File: src/sv/vsc_pkg.sv
package vsc_pkg;

    // field widths
    localparam int CH_W    = 8;
    localparam int COMP_W  = 32;
    localparam int ORD_W   = 2;
    localparam int PHASE_W = 3;
    localparam int ACC_EXT_W = COMP_W + 4;

    // stream widths
    localparam int S_TDATA_W = 8;
    localparam int M_TDATA_W = 104;
    localparam int M_PAD_W   = M_TDATA_W - (1 + ORD_W + 3 * COMP_W);

    // apb
    localparam int APB_DATA_W = 32;
    localparam int APB_ADDR_W = 4;

    // register indexes (word address)
    localparam logic [1:0] REG_RUN_MAJOR = 2'd0;
    localparam logic [1:0] REG_RUN_MINOR = 2'd1;
    localparam logic [1:0] REG_RUN_PATCH = 2'd2;

    // parse phases
    localparam logic [PHASE_W-1:0] PH_MAJOR = 3'd0;
    localparam logic [PHASE_W-1:0] PH_MINOR = 3'd1;
    localparam logic [PHASE_W-1:0] PH_PATCH = 3'd2;
    localparam logic [PHASE_W-1:0] PH_DONE  = 3'd3;
    localparam logic [PHASE_W-1:0] PH_BAD   = 3'd4;

    // characters
    localparam logic [CH_W-1:0] CH_TERM  = 8'h00;
    localparam logic [CH_W-1:0] CH_MINUS = 8'h2D;
    localparam logic [CH_W-1:0] CH_PLUS  = 8'h2B;
    localparam logic [CH_W-1:0] CH_DOT   = 8'h2E;
    localparam logic [CH_W-1:0] CH_ZERO  = 8'h30;
    localparam logic [CH_W-1:0] CH_NINE  = 8'h39;

    localparam logic [COMP_W-1:0] SAT_MAX = 32'hFFFF_FFFF;

    // order codes
    localparam logic [ORD_W-1:0] ORD_OLDER = 2'b11;
    localparam logic [ORD_W-1:0] ORD_EQUAL = 2'b00;
    localparam logic [ORD_W-1:0] ORD_NEWER = 2'b01;

    // candidate handed from parser to result stage
    typedef struct packed {
        logic              ok;
        logic [COMP_W-1:0] major;
        logic [COMP_W-1:0] minor;
        logic [COMP_W-1:0] patch;
    } cand_t;

endpackage

File: src/sv/vsc_parse.sv
module vsc_parse (
    input  logic                     aclk,
    input  logic                     aresetn,
    input  logic                     s_tvalid,
    output logic                     s_tready,
    input  logic [vsc_pkg::CH_W-1:0] s_ch,
    output logic                     cand_valid,
    input  logic                     cand_ready,
    output vsc_pkg::cand_t           cand
);

    logic                        in_valid_reg, in_valid_next;
    logic [vsc_pkg::CH_W-1:0]    ch_reg;
    logic [vsc_pkg::PHASE_W-1:0] phase_reg, phase_next;
    logic                        in_digits_reg, in_digits_next;
    logic [vsc_pkg::COMP_W-1:0]  acc_reg, acc_next;
    logic [vsc_pkg::COMP_W-1:0]  major_reg, major_next;
    logic [vsc_pkg::COMP_W-1:0]  minor_reg, minor_next;

    logic                          is_term;
    logic                          is_digit;
    logic                          consume;
    logic                          numeric;
    logic [vsc_pkg::ACC_EXT_W-1:0] acc_mac;
    logic [vsc_pkg::COMP_W-1:0]    acc_sat;

    // input register handshake
    assign is_term    = (ch_reg == vsc_pkg::CH_TERM);
    assign consume    = in_valid_reg && (!is_term || cand_ready);
    assign s_tready   = !in_valid_reg || consume;
    assign cand_valid = in_valid_reg && is_term;

    always_comb begin
        in_valid_next = in_valid_reg;
        if (s_tvalid && s_tready) begin
            in_valid_next = 1'b1;
        end else if (consume) begin
            in_valid_next = 1'b0;
        end
    end

    always_ff @(posedge aclk) begin
        if (!aresetn) begin
            in_valid_reg <= 1'b0;
        end else begin
            in_valid_reg <= in_valid_next;
        end
    end

    always_ff @(posedge aclk) begin
        if (s_tvalid && s_tready) begin
            ch_reg <= s_ch;
        end
    end

    // acc * 10 + digit, saturating
    assign is_digit = (ch_reg >= vsc_pkg::CH_ZERO) && (ch_reg <= vsc_pkg::CH_NINE);
    assign acc_mac  = {1'b0, acc_reg, 3'b000} + {3'b000, acc_reg, 1'b0}
                    + {{(vsc_pkg::ACC_EXT_W - 4){1'b0}}, 4'(ch_reg - vsc_pkg::CH_ZERO)};
    assign acc_sat  = (acc_mac[vsc_pkg::ACC_EXT_W-1:vsc_pkg::COMP_W] != 4'd0)
                    ? vsc_pkg::SAT_MAX : acc_mac[vsc_pkg::COMP_W-1:0];
    assign numeric  = (phase_reg <= vsc_pkg::PH_PATCH);

    // candidate values seen on the terminator
    always_comb begin
        cand = '0;
        if (numeric && in_digits_reg) begin
            cand.ok = 1'b1;
            case (phase_reg)
                vsc_pkg::PH_MAJOR: begin
                    cand.major = acc_reg;
                end
                vsc_pkg::PH_MINOR: begin
                    cand.major = major_reg;
                    cand.minor = acc_reg;
                end
                default: begin
                    cand.major = major_reg;
                    cand.minor = minor_reg;
                    cand.patch = acc_reg;
                end
            endcase
        end else if (phase_reg == vsc_pkg::PH_DONE) begin
            cand.ok    = 1'b1;
            cand.major = major_reg;
            cand.minor = minor_reg;
            cand.patch = acc_reg;
        end
    end

    // parse state update per character
    always_comb begin
        phase_next     = phase_reg;
        in_digits_next = in_digits_reg;
        acc_next       = acc_reg;
        major_next     = major_reg;
        minor_next     = minor_reg;
        if (consume) begin
            if (is_term) begin
                phase_next     = vsc_pkg::PH_MAJOR;
                in_digits_next = 1'b0;
                acc_next       = '0;
                major_next     = '0;
                minor_next     = '0;
            end else if (numeric) begin
                if (is_digit) begin
                    acc_next       = acc_sat;
                    in_digits_next = 1'b1;
                end else if (!in_digits_reg) begin
                    phase_next = vsc_pkg::PH_BAD;
                end else if ((ch_reg == vsc_pkg::CH_MINUS) || (ch_reg == vsc_pkg::CH_PLUS)
                             || ((ch_reg == vsc_pkg::CH_DOT)
                                 && (phase_reg == vsc_pkg::PH_PATCH))) begin
                    // numeric part ends here
                    if (phase_reg == vsc_pkg::PH_MAJOR) begin
                        major_next = acc_reg;
                        minor_next = '0;
                        acc_next   = '0;
                    end else if (phase_reg == vsc_pkg::PH_MINOR) begin
                        minor_next = acc_reg;
                        acc_next   = '0;
                    end
                    phase_next     = vsc_pkg::PH_DONE;
                    in_digits_next = 1'b0;
                end else if (ch_reg == vsc_pkg::CH_DOT) begin
                    // move on to the next component
                    if (phase_reg == vsc_pkg::PH_MAJOR) begin
                        major_next = acc_reg;
                        phase_next = vsc_pkg::PH_MINOR;
                    end else begin
                        minor_next = acc_reg;
                        phase_next = vsc_pkg::PH_PATCH;
                    end
                    acc_next       = '0;
                    in_digits_next = 1'b0;
                end else begin
                    phase_next = vsc_pkg::PH_BAD;
                end
            end
        end
    end

    always_ff @(posedge aclk) begin
        if (!aresetn) begin
            phase_reg     <= vsc_pkg::PH_MAJOR;
            in_digits_reg <= 1'b0;
            acc_reg       <= '0;
            major_reg     <= '0;
            minor_reg     <= '0;
        end else begin
            phase_reg     <= phase_next;
            in_digits_reg <= in_digits_next;
            acc_reg       <= acc_next;
            major_reg     <= major_next;
            minor_reg     <= minor_next;
        end
    end

`ifndef ASSERT_OFF
    // minor stays clear while the major is still being parsed
    assert property (@(posedge aclk) disable iff (!aresetn)
        (phase_reg == vsc_pkg::PH_MAJOR) |-> (minor_reg == '0))
        else $error("minor value set during major phase");

    // a fresh component holds no value before its first digit
    assert property (@(posedge aclk) disable iff (!aresetn)
        (numeric && !in_digits_reg) |-> (acc_reg == '0))
        else $error("accumulator not clear at component start");

    // a delivered terminator returns the parser to its start
    assert property (@(posedge aclk) disable iff (!aresetn)
        (consume && is_term) |=> ((phase_reg == vsc_pkg::PH_MAJOR) && !in_digits_reg
                                  && (major_reg == '0)))
        else $error("parse state not cleared after terminator");
`endif

endmodule

File: src/sv/vsc_result.sv
module vsc_result (
    input  logic                       aclk,
    input  logic                       aresetn,
    input  logic                       cand_valid,
    output logic                       cand_ready,
    input  vsc_pkg::cand_t             cand,
    input  logic [vsc_pkg::COMP_W-1:0] run_major,
    input  logic [vsc_pkg::COMP_W-1:0] run_minor,
    input  logic [vsc_pkg::COMP_W-1:0] run_patch,
    output logic                       m_tvalid,
    input  logic                       m_tready,
    output logic                       res_ok,
    output logic [vsc_pkg::ORD_W-1:0]  res_order,
    output logic [vsc_pkg::COMP_W-1:0] res_major,
    output logic [vsc_pkg::COMP_W-1:0] res_minor,
    output logic [vsc_pkg::COMP_W-1:0] res_patch
);

    logic                       out_valid_reg, out_valid_next;
    logic                       ok_reg;
    logic [vsc_pkg::ORD_W-1:0]  order_reg, order_next;
    logic [vsc_pkg::COMP_W-1:0] major_reg, minor_reg, patch_reg;
    logic                       load;

    assign cand_ready = !out_valid_reg || m_tready;
    assign load       = cand_valid && cand_ready;

    // lexicographic compare against the running version
    always_comb begin
        order_next = vsc_pkg::ORD_EQUAL;
        if (cand.ok) begin
            if (cand.major != run_major) begin
                order_next = (cand.major < run_major) ? vsc_pkg::ORD_OLDER
                                                      : vsc_pkg::ORD_NEWER;
            end else if (cand.minor != run_minor) begin
                order_next = (cand.minor < run_minor) ? vsc_pkg::ORD_OLDER
                                                      : vsc_pkg::ORD_NEWER;
            end else if (cand.patch != run_patch) begin
                order_next = (cand.patch < run_patch) ? vsc_pkg::ORD_OLDER
                                                      : vsc_pkg::ORD_NEWER;
            end
        end
    end

    // output register valid
    always_comb begin
        out_valid_next = out_valid_reg;
        if (load) begin
            out_valid_next = 1'b1;
        end else if (m_tready) begin
            out_valid_next = 1'b0;
        end
    end

    always_ff @(posedge aclk) begin
        if (!aresetn) begin
            out_valid_reg <= 1'b0;
        end else begin
            out_valid_reg <= out_valid_next;
        end
    end

    always_ff @(posedge aclk) begin
        if (load) begin
            ok_reg    <= cand.ok;
            order_reg <= order_next;
            major_reg <= cand.major;
            minor_reg <= cand.minor;
            patch_reg <= cand.patch;
        end
    end

    assign m_tvalid  = out_valid_reg;
    assign res_ok    = ok_reg;
    assign res_order = order_reg;
    assign res_major = major_reg;
    assign res_minor = minor_reg;
    assign res_patch = patch_reg;

endmodule

File: src/sv/version_string_compare_unit.sv
// version string compare: one character per stream item, zero ends the string
// a terminator is held in the input register until the result register loads its result
// throughput: one character per cycle unless a terminator waits for cand_ready
// the input register and the result register each let the next request in while full
// reset: aresetn low at a rising edge clears the parse state, the valid bits of both pipeline stages
// and the running version registers to zero

module version_string_compare_unit (
    input  logic                             aclk,
    input  logic                             aresetn,
    // apb configuration
    input  logic                             psel,
    input  logic                             penable,
    input  logic                             pwrite,
    input  logic [vsc_pkg::APB_ADDR_W-1:0]   paddr,
    input  logic [vsc_pkg::APB_DATA_W-1:0]   pwdata,
    output logic [vsc_pkg::APB_DATA_W-1:0]   prdata,
    output logic                             pready,
    // character stream
    input  logic                             s_tvalid,
    output logic                             s_tready,
    input  logic [vsc_pkg::S_TDATA_W-1:0]    s_tdata,  // [7:0] ch
    // result stream
    output logic                             m_tvalid,
    input  logic                             m_tready,
    // [0] valid_res, [2:1] order, [34:3] cand_major, [66:35] cand_minor,
    // [98:67] cand_patch, [103:99] zero
    output logic [vsc_pkg::M_TDATA_W-1:0]    m_tdata
);

    logic [vsc_pkg::COMP_W-1:0] run_major_reg, run_major_next;
    logic [vsc_pkg::COMP_W-1:0] run_minor_reg, run_minor_next;
    logic [vsc_pkg::COMP_W-1:0] run_patch_reg, run_patch_next;
    logic                       cfg_wr;
    logic [1:0]                 cfg_idx;

    logic                       cand_valid;
    logic                       cand_ready;
    vsc_pkg::cand_t             cand;

    logic                       res_ok;
    logic [vsc_pkg::ORD_W-1:0]  res_order;
    logic [vsc_pkg::COMP_W-1:0] res_major, res_minor, res_patch;

    // configuration registers
    assign pready  = 1'b1;
    assign cfg_wr  = psel && penable && pwrite && pready;
    assign cfg_idx = paddr[3:2];

    always_comb begin
        run_major_next = run_major_reg;
        run_minor_next = run_minor_reg;
        run_patch_next = run_patch_reg;
        if (cfg_wr) begin
            case (cfg_idx)
                vsc_pkg::REG_RUN_MAJOR: run_major_next = pwdata;
                vsc_pkg::REG_RUN_MINOR: run_minor_next = pwdata;
                vsc_pkg::REG_RUN_PATCH: run_patch_next = pwdata;
                default: ;
            endcase
        end
    end

    always_ff @(posedge aclk) begin
        if (!aresetn) begin
            run_major_reg <= '0;
            run_minor_reg <= '0;
            run_patch_reg <= '0;
        end else begin
            run_major_reg <= run_major_next;
            run_minor_reg <= run_minor_next;
            run_patch_reg <= run_patch_next;
        end
    end

    // register readback
    always_comb begin
        case (cfg_idx)
            vsc_pkg::REG_RUN_MAJOR: prdata = run_major_reg;
            vsc_pkg::REG_RUN_MINOR: prdata = run_minor_reg;
            vsc_pkg::REG_RUN_PATCH: prdata = run_patch_reg;
            default:                prdata = '0;
        endcase
    end

    // character parser
    vsc_parse u_parse (
        .aclk       (aclk),
        .aresetn    (aresetn),
        .s_tvalid   (s_tvalid),
        .s_tready   (s_tready),
        .s_ch       (s_tdata[vsc_pkg::CH_W-1:0]),
        .cand_valid (cand_valid),
        .cand_ready (cand_ready),
        .cand       (cand)
    );

    // compare and result register
    vsc_result u_result (
        .aclk       (aclk),
        .aresetn    (aresetn),
        .cand_valid (cand_valid),
        .cand_ready (cand_ready),
        .cand       (cand),
        .run_major  (run_major_reg),
        .run_minor  (run_minor_reg),
        .run_patch  (run_patch_reg),
        .m_tvalid   (m_tvalid),
        .m_tready   (m_tready),
        .res_ok     (res_ok),
        .res_order  (res_order),
        .res_major  (res_major),
        .res_minor  (res_minor),
        .res_patch  (res_patch)
    );

    assign m_tdata = {{vsc_pkg::M_PAD_W{1'b0}}, res_patch, res_minor, res_major,
                      res_order, res_ok};

`ifndef ASSERT_OFF
    // a rejected string reports no order and no components
    assert property (@(posedge aclk) disable iff (!aresetn)
        (m_tvalid && !res_ok) |-> ((res_order == vsc_pkg::ORD_EQUAL) && (res_major == '0)
                                   && (res_minor == '0) && (res_patch == '0)))
        else $error("rejected result carries data");

    // order is one of older, equal, newer
    assert property (@(posedge aclk) disable iff (!aresetn)
        m_tvalid |-> ((res_order == vsc_pkg::ORD_OLDER) || (res_order == vsc_pkg::ORD_EQUAL)
                      || (res_order == vsc_pkg::ORD_NEWER)))
        else $error("bad order code");

    // equal order means the components match the running version
    assert property (@(posedge aclk) disable iff (!aresetn)
        (m_tvalid && res_ok && (res_order == vsc_pkg::ORD_EQUAL))
            |-> ((res_major == run_major_reg) && (res_minor == run_minor_reg)
                 && (res_patch == run_patch_reg)))
        else $error("equal order on differing version");
`endif

endmodule
File: config.mk
export PLATFORM = sky130hd
export DESIGN_NAME = version_string_compare_unit
export DESIGN_NICKNAME = d
export VERILOG_FILES = /design/src/sv/vsc_pkg.sv /design/src/sv/vsc_parse.sv /design/src/sv/vsc_result.sv /design/src/sv/version_string_compare_unit.sv
export SDC_FILE = /design/constraint.sdc
export NUM_CORES = 1
export LEC_CHECK = 0
export BUFFER_PORTS_ARGS = -buffer_cell sky130_fd_sc_hd__buf_2
export CORE_MARGIN = 3
export CORE_UTILIZATION = 45
export DETAILED_ROUTE_END_ITERATION = 16
export PLACE_DENSITY = 0.66
export REMOVE_ABC_BUFFERS = 1
export SKIP_CTS_REPAIR_TIMING = 1
export SYNTH_ARGS = -nofsm -noshare
export SYNTH_HDL_FRONTEND = slang
export SYNTH_SLANG_ARGS = --single-unit
File: constraint.sdc
create_clock -name aclk -period 6.49 [get_ports aclk]
set_input_delay 0.649 -clock aclk [delete_from_list [all_inputs] [get_ports aclk]]
set_output_delay 0.649 -clock aclk [all_outputs]
set_load 0.01 [all_outputs]
* Word-level counts from Yosys, hierarchy flattened
Cells that the tools add are included.
Word-level totals: bits in registers 305, bits in latches 0, RAM bits 0, bits in read-only memories 0, input bits 51, logic and storage cells 130, memories 0
Cells by class: add/sub/neg operators 3, multiply operators 0, div/mod/pow operators 0, order comparisons 6, equality and inequality tests 15, shifts and indexed selects 0, muxes and demuxes 53, bitwise logic cells 0, reductions and logical operators 37
Operators by type and width (count):
- $mux 32 | 26
- $mux 97 | 2
- $lt 32x32->1 | 3
- $ne 32x32->1 | 3
- $pmux 32 s3 | 1
- $pmux 32 s2 | 1
- $add 35x33->36 | 1
- $add 36x4->36 | 1
- $eq 8x6->1 const B | 3
- $mux 3 | 6
- $mux 2 | 7
- $mux 1 | 10
- $reduce_and 5->1 | 2
- $logic_and 1x1->1 | 9
- $ge 8x6->1 const B | 1
- $le 8x6->1 const B | 1
- $logic_not 8->1 | 1
- $reduce_and 2->1 | 4
- $reduce_bool 2->1 | 4
- $reduce_bool 4->1 | 2
- $reduce_and 7->1 | 1
- $eq 3x2->1 const B | 2
- $reduce_bool 3->1 | 2
- $logic_or 1x1->1 | 5
- other kinds (14) | 16

* Depth between registers and ports, before layout
depth after elaboration 9, gate-level depth with buffers 16, depth with buffers taken out 13

* Cells and area by module
From an unflattened synthesis, not the netlist that was laid out.
Unflattened totals: cell total of the unflattened synthesis 1797, area, all modules 17095.1 µm²
By module, submodules not included:
- vsc_parse | times used 1, cells an instance 879, area an instance 7367.1 µm², sequential area each 2262.2 µm²
- vsc_result | times used 1, cells an instance 451, area an instance 5467.7 µm², sequential area each 2992.9 µm²
- version_string_compare_unit | times used 1, cells an instance 467, area an instance 4260.3 µm², sequential area each 1921.8 µm²

* Worst setup path after synthesis
OpenSTA, ideal clock, no wires.
kind reg-to-reg, start point register u_parse.ch_reg[2] in the netlist's numbering, end point register u_result.major_reg, in the netlist u_result.res_major[0], enable pin, library setup time 0.557 ns, arrival 5.563 ns, data required time 5.933 ns, path slack 0.370 ns, cell stages (with the launch flop) 6, clock period less this slack 6.120 ns, cells stage by stage edfxtp_1 > or4_1 > nor2_1 > buf_2 > nand2_1 > nor2_1
Between the ends: word-level cells in the longest chain between the ends 3
Ends and longest elaborated chain:
- start, declared | line vsc_parse.sv:13 | logic [vsc_pkg::CH_W-1:0] ch_reg;
- start signal, assigned | line vsc_parse.sv:52 | ch_reg <= s_ch;
- $logic_not 8->1 | line vsc_parse.sv:28 | assign is_term = (ch_reg == vsc_pkg::CH_TERM);
- $logic_and 1x1->1 | line vsc_parse.sv:31 | assign cand_valid = in_valid_reg && is_term;
- $logic_and 1x1->1 | line vsc_result.sv:26 | assign load = cand_valid && cand_ready;
- via u_result.load | line vsc_result.sv:23 | logic load;
- end signal, assigned | line vsc_result.sv:67 | major_reg <= cand.major;
- end, declared | line vsc_result.sv:22 | logic [vsc_pkg::COMP_W-1:0] major_reg, minor_reg, patch_reg;
The timed path passes the listed nets, and every way through them passes these cells. A chain may end at the register's enable or synchronous reset.

==> flow_summary.yaml <==
timing:
  fin_crit_ns: 4.57
  period_share: 0.704
  fin_tns_setup_ns: 0
  maxSlewHeadroom: 0.206
  worst_slew_pin_slew_ns: 1.19
  fin_skew_ns: 0.0217
  finalSetupViolCount: 0
  finalHoldViolCount: 0
  clock.fmax_mhz: 219
  rsz0062_at_grt: "no"
  final-max-slew-violation-count: 0
final_layout:
  drive_gt1_frac: 0.150
  antenna_cells: 0
  utilization: 0.524
  areaGrowthSynthToFinish_pct: 14.4
  stdcell_count: 2405
  nets: 2123
  num-fill-cells: 3410
synthesis:
  synth-seq-cells: 305
  synth_area_um2: 16800
  yosys_warnings: 0
  ys.flop_type: "dfxtp_1"
  syn_avg_cell_area_um2: 9.48
  syn_inst: 1778
  ys_seq_area_frac: 0.426
  synth_edf_count: 107
  synth.distinct_cells: 73
  synth-async-reset-ratio: 0
setup_path:
  worstSetupStartpointType: "flip-flop"
  cp_max_fo: 11
  path_cells: "nor3_1, and2_1, a22o_1, ha_1, nand4_1, nor4_1, nand3_1, or3_1, a221oi_1, o2111ai_1, a21oi_1, a211o_1"
  r2r_cells: 12
  crit_type: "flip-flop to flip-flop"
  endpoint_kind: "flip-flop"
  worstPathArrival_ns: 4.98
  crit_required_ns: 6.90
  critPathSlowestCell: "nor3_1"
  max_stage_delay_ns: 0.72
die:
  core-area_um2: 36800
  die-height_um: 199
  row_count: 70
  dieArea_um2: 39800
  initial_core_util: 0.458
  dieWidth_um: 199
  ios: 190
global_routing:
  overflow: 0
  grt_pass1_wl_um: 73800
  grt_pass1_vias: 13200
  grt_use_total: 0.237
  grt_max_degree: 89
  antenna_found_initial: 1
place:
  routabilityCongestion: 0.898
  dpl.cell_count: 2342
  dp.final_hpwl_um: 33400
  io_buffer_count: 181
routing:
  dr.pass1.iters: 7
  drc: 0
  wirelength_um: 48400
  ant_nets: 0
  viasPerCell: 5.70
  wl_per_cell_um: 20.1
  via_count: 13700
  drt_iter0_drc: 981
clock_network:
  clock-sinks: 305
  htree_num_levels: 2
  ctsRootBufferMaster: "clkbuf_16"
  cts_tree: "built"
  insertion_delay_ns: 0.54
  clk_pin_slew_ns: 0.06
  clock_path_buffers: 3
  cts_buffers: 35
job:
  max-cap-violations: 0
pwr:
  finalPower_uw: 4210
  p_per_area_nw_per_um2: 218
  peakVddDrop_mv: 0.172
  power_leakage_uw: 0.00807
status:
  status: "finished clean"
worst_hold_path:
  hold_path.class: "primary input to flip-flop"
  hold_path_depth: 1
## layout by cell type (no fill, tap or decap), types with 31 or more instances in the layout
| cell | count |
|---|---|
| ha_1 | 159 |
| edfxtp_1 | 107 |
| buf_2 | 180 |
| o21ai_0 | 65 |
| nand2_1 | 296 |
| dfxtp_1 | 198 |
| mux2i_1 | 33 |
| a22o_1 | 62 |
| nand3_1 | 46 |
| nor2b_1 | 49 |
| a22oi_1 | 35 |
| clkbuf_16 | 36 |
| a21oi_1 | 64 |
| a21boi_0 | 132 |
| a21o_1 | 41 |
| inv_1 | 105 |
| a221o_1 | 31 |
| and2_1 | 37 |
## layer usage
metal / part of all wire / wire [um] / vias up / global-route usage
met3: 0.063 / 3030 / 100 / 0.0346
li1: - / - / 6607 / -
met5: 0.00027 / 13 / - / 0
met4: 0.037 / 1810 / 2 / 0.0930
met1: 0.44 / 21300 / 6526 / 0.319
met2: 0.46 / 22300 / 462 / 0.387
## where the power goes
| group | leakage (uW) | switching (uW) | internal (uW) | total, uW |
|---|---|---|---|---|
| Sequential | 0.00272 | 12.5 | 1980 | 1990 |
| Clock | 0.000582 | 815 | 1230 | 2040 |
| Combinational | 0.00477 | 112 | 62.3 | 175 |
| Total | 0.00807 | 940 | 3270 | 4210 |
## Yosys cell counts (5+ instances only)
master,instances,area share
a21o_1,41,0.018
nand3_1,46,0.014
nand4_1,24,0.0089
inv_1,105,0.023
edfxtp_1,107,0.19
nor2b_1,50,0.019
a22o_1,62,0.032
buf_2,11,0.0033
o211ai_1,7,0.0031
mux2i_1,33,0.020
o21ai_0,65,0.019
a21oi_1,66,0.020
dfxtp_1,198,0.24
o21a_1,6,0.0027
a211oi_1,7,0.0031
nor2_1,29,0.0065
a21boi_0,132,0.059
and2_1,36,0.013
nor3_1,11,0.0033
nor4_1,5,0.0019
xnor2_1,18,0.0094
buf_4,7,0.0031
and3_1,7,0.0026
clkbuf_1,82,0.018
xor2_1,13,0.0068
a221o_1,31,0.018
buf_1,5,0.0011
a22oi_1,35,0.016
nand2b_1,12,0.0045
nand2_1,296,0.066
ha_1,159,0.12
a31oi_1,5,0.0019
## critical path, delay by kind of cell (launching register included)
family	cells	cell delay, ns
AO/OA/AOI/OAI	5	1.01
adder cells (fa/ha/maj)	1	0.15
flip-flops	1	0.44
AND/OR/NAND/NOR	6	2.85
## path summary, 6_finish.rpt
path | start | to | slack (ns)
setup / recovery | u_parse.phase_reg[2] | u_result.res_order[1] | 1.92
hold / removal | s_tdata[1] | u_parse.ch_reg[1] | 0.30
setup reg to reg | u_parse.phase_reg[2] | u_result.res_order[1] | 1.92
hold reg to reg | u_parse.minor_reg[19] | u_parse.minor_reg[19] | 0.46
## cell families (layout without fill, tap and decap cells)
family	Yosys count	count (layout)	share of synthesized area
and+or+nand+nor	539	539	0.151
adders and majority gates	161	161	0.120
buffers and inverters	215	370	0.0521
DFF	305	305	0.426
AOI/OAI and AO/OA	491	491	0.214
muxes	33	33	0.0196
other	2	6	0.000446
xor gates and xnor gates	32	32	0.0171
## metrics by stage
| stage | hold WS (ns) | worst slack, ns | area, um^2 |
|---|---|---|---|
| after floorplan | 0.441 | 0.239 | 16400 |
| after global routing | 0.288 | 1.67 | 19300 |
| after detailed placement | 0.458 | 1.94 | 18100 |
| after CTS | 0.282 | 1.92 | 19300 |
| after global placement | 0.450 | 2.04 | 18100 |
| final | 0.298 | 1.92 | 19300 |
## area by class of cell
| cell class | count | area (um^2) | area share |
|---|---|---|---|
| tap | 468 | 586 | 0.0304 |
| clock buffer | 52 | 1030 | 0.0535 |
| timing repair buffer | 201 | 1060 | 0.0549 |
| sequential | 305 | 7180 | 0.372 |
| multi-input combinational | 1262 | 8870 | 0.460 |
| clock inverter | 11 | 155 | 0.00805 |
| inverter | 106 | 398 | 0.0206 |
(Power assumes the default switching activity.)
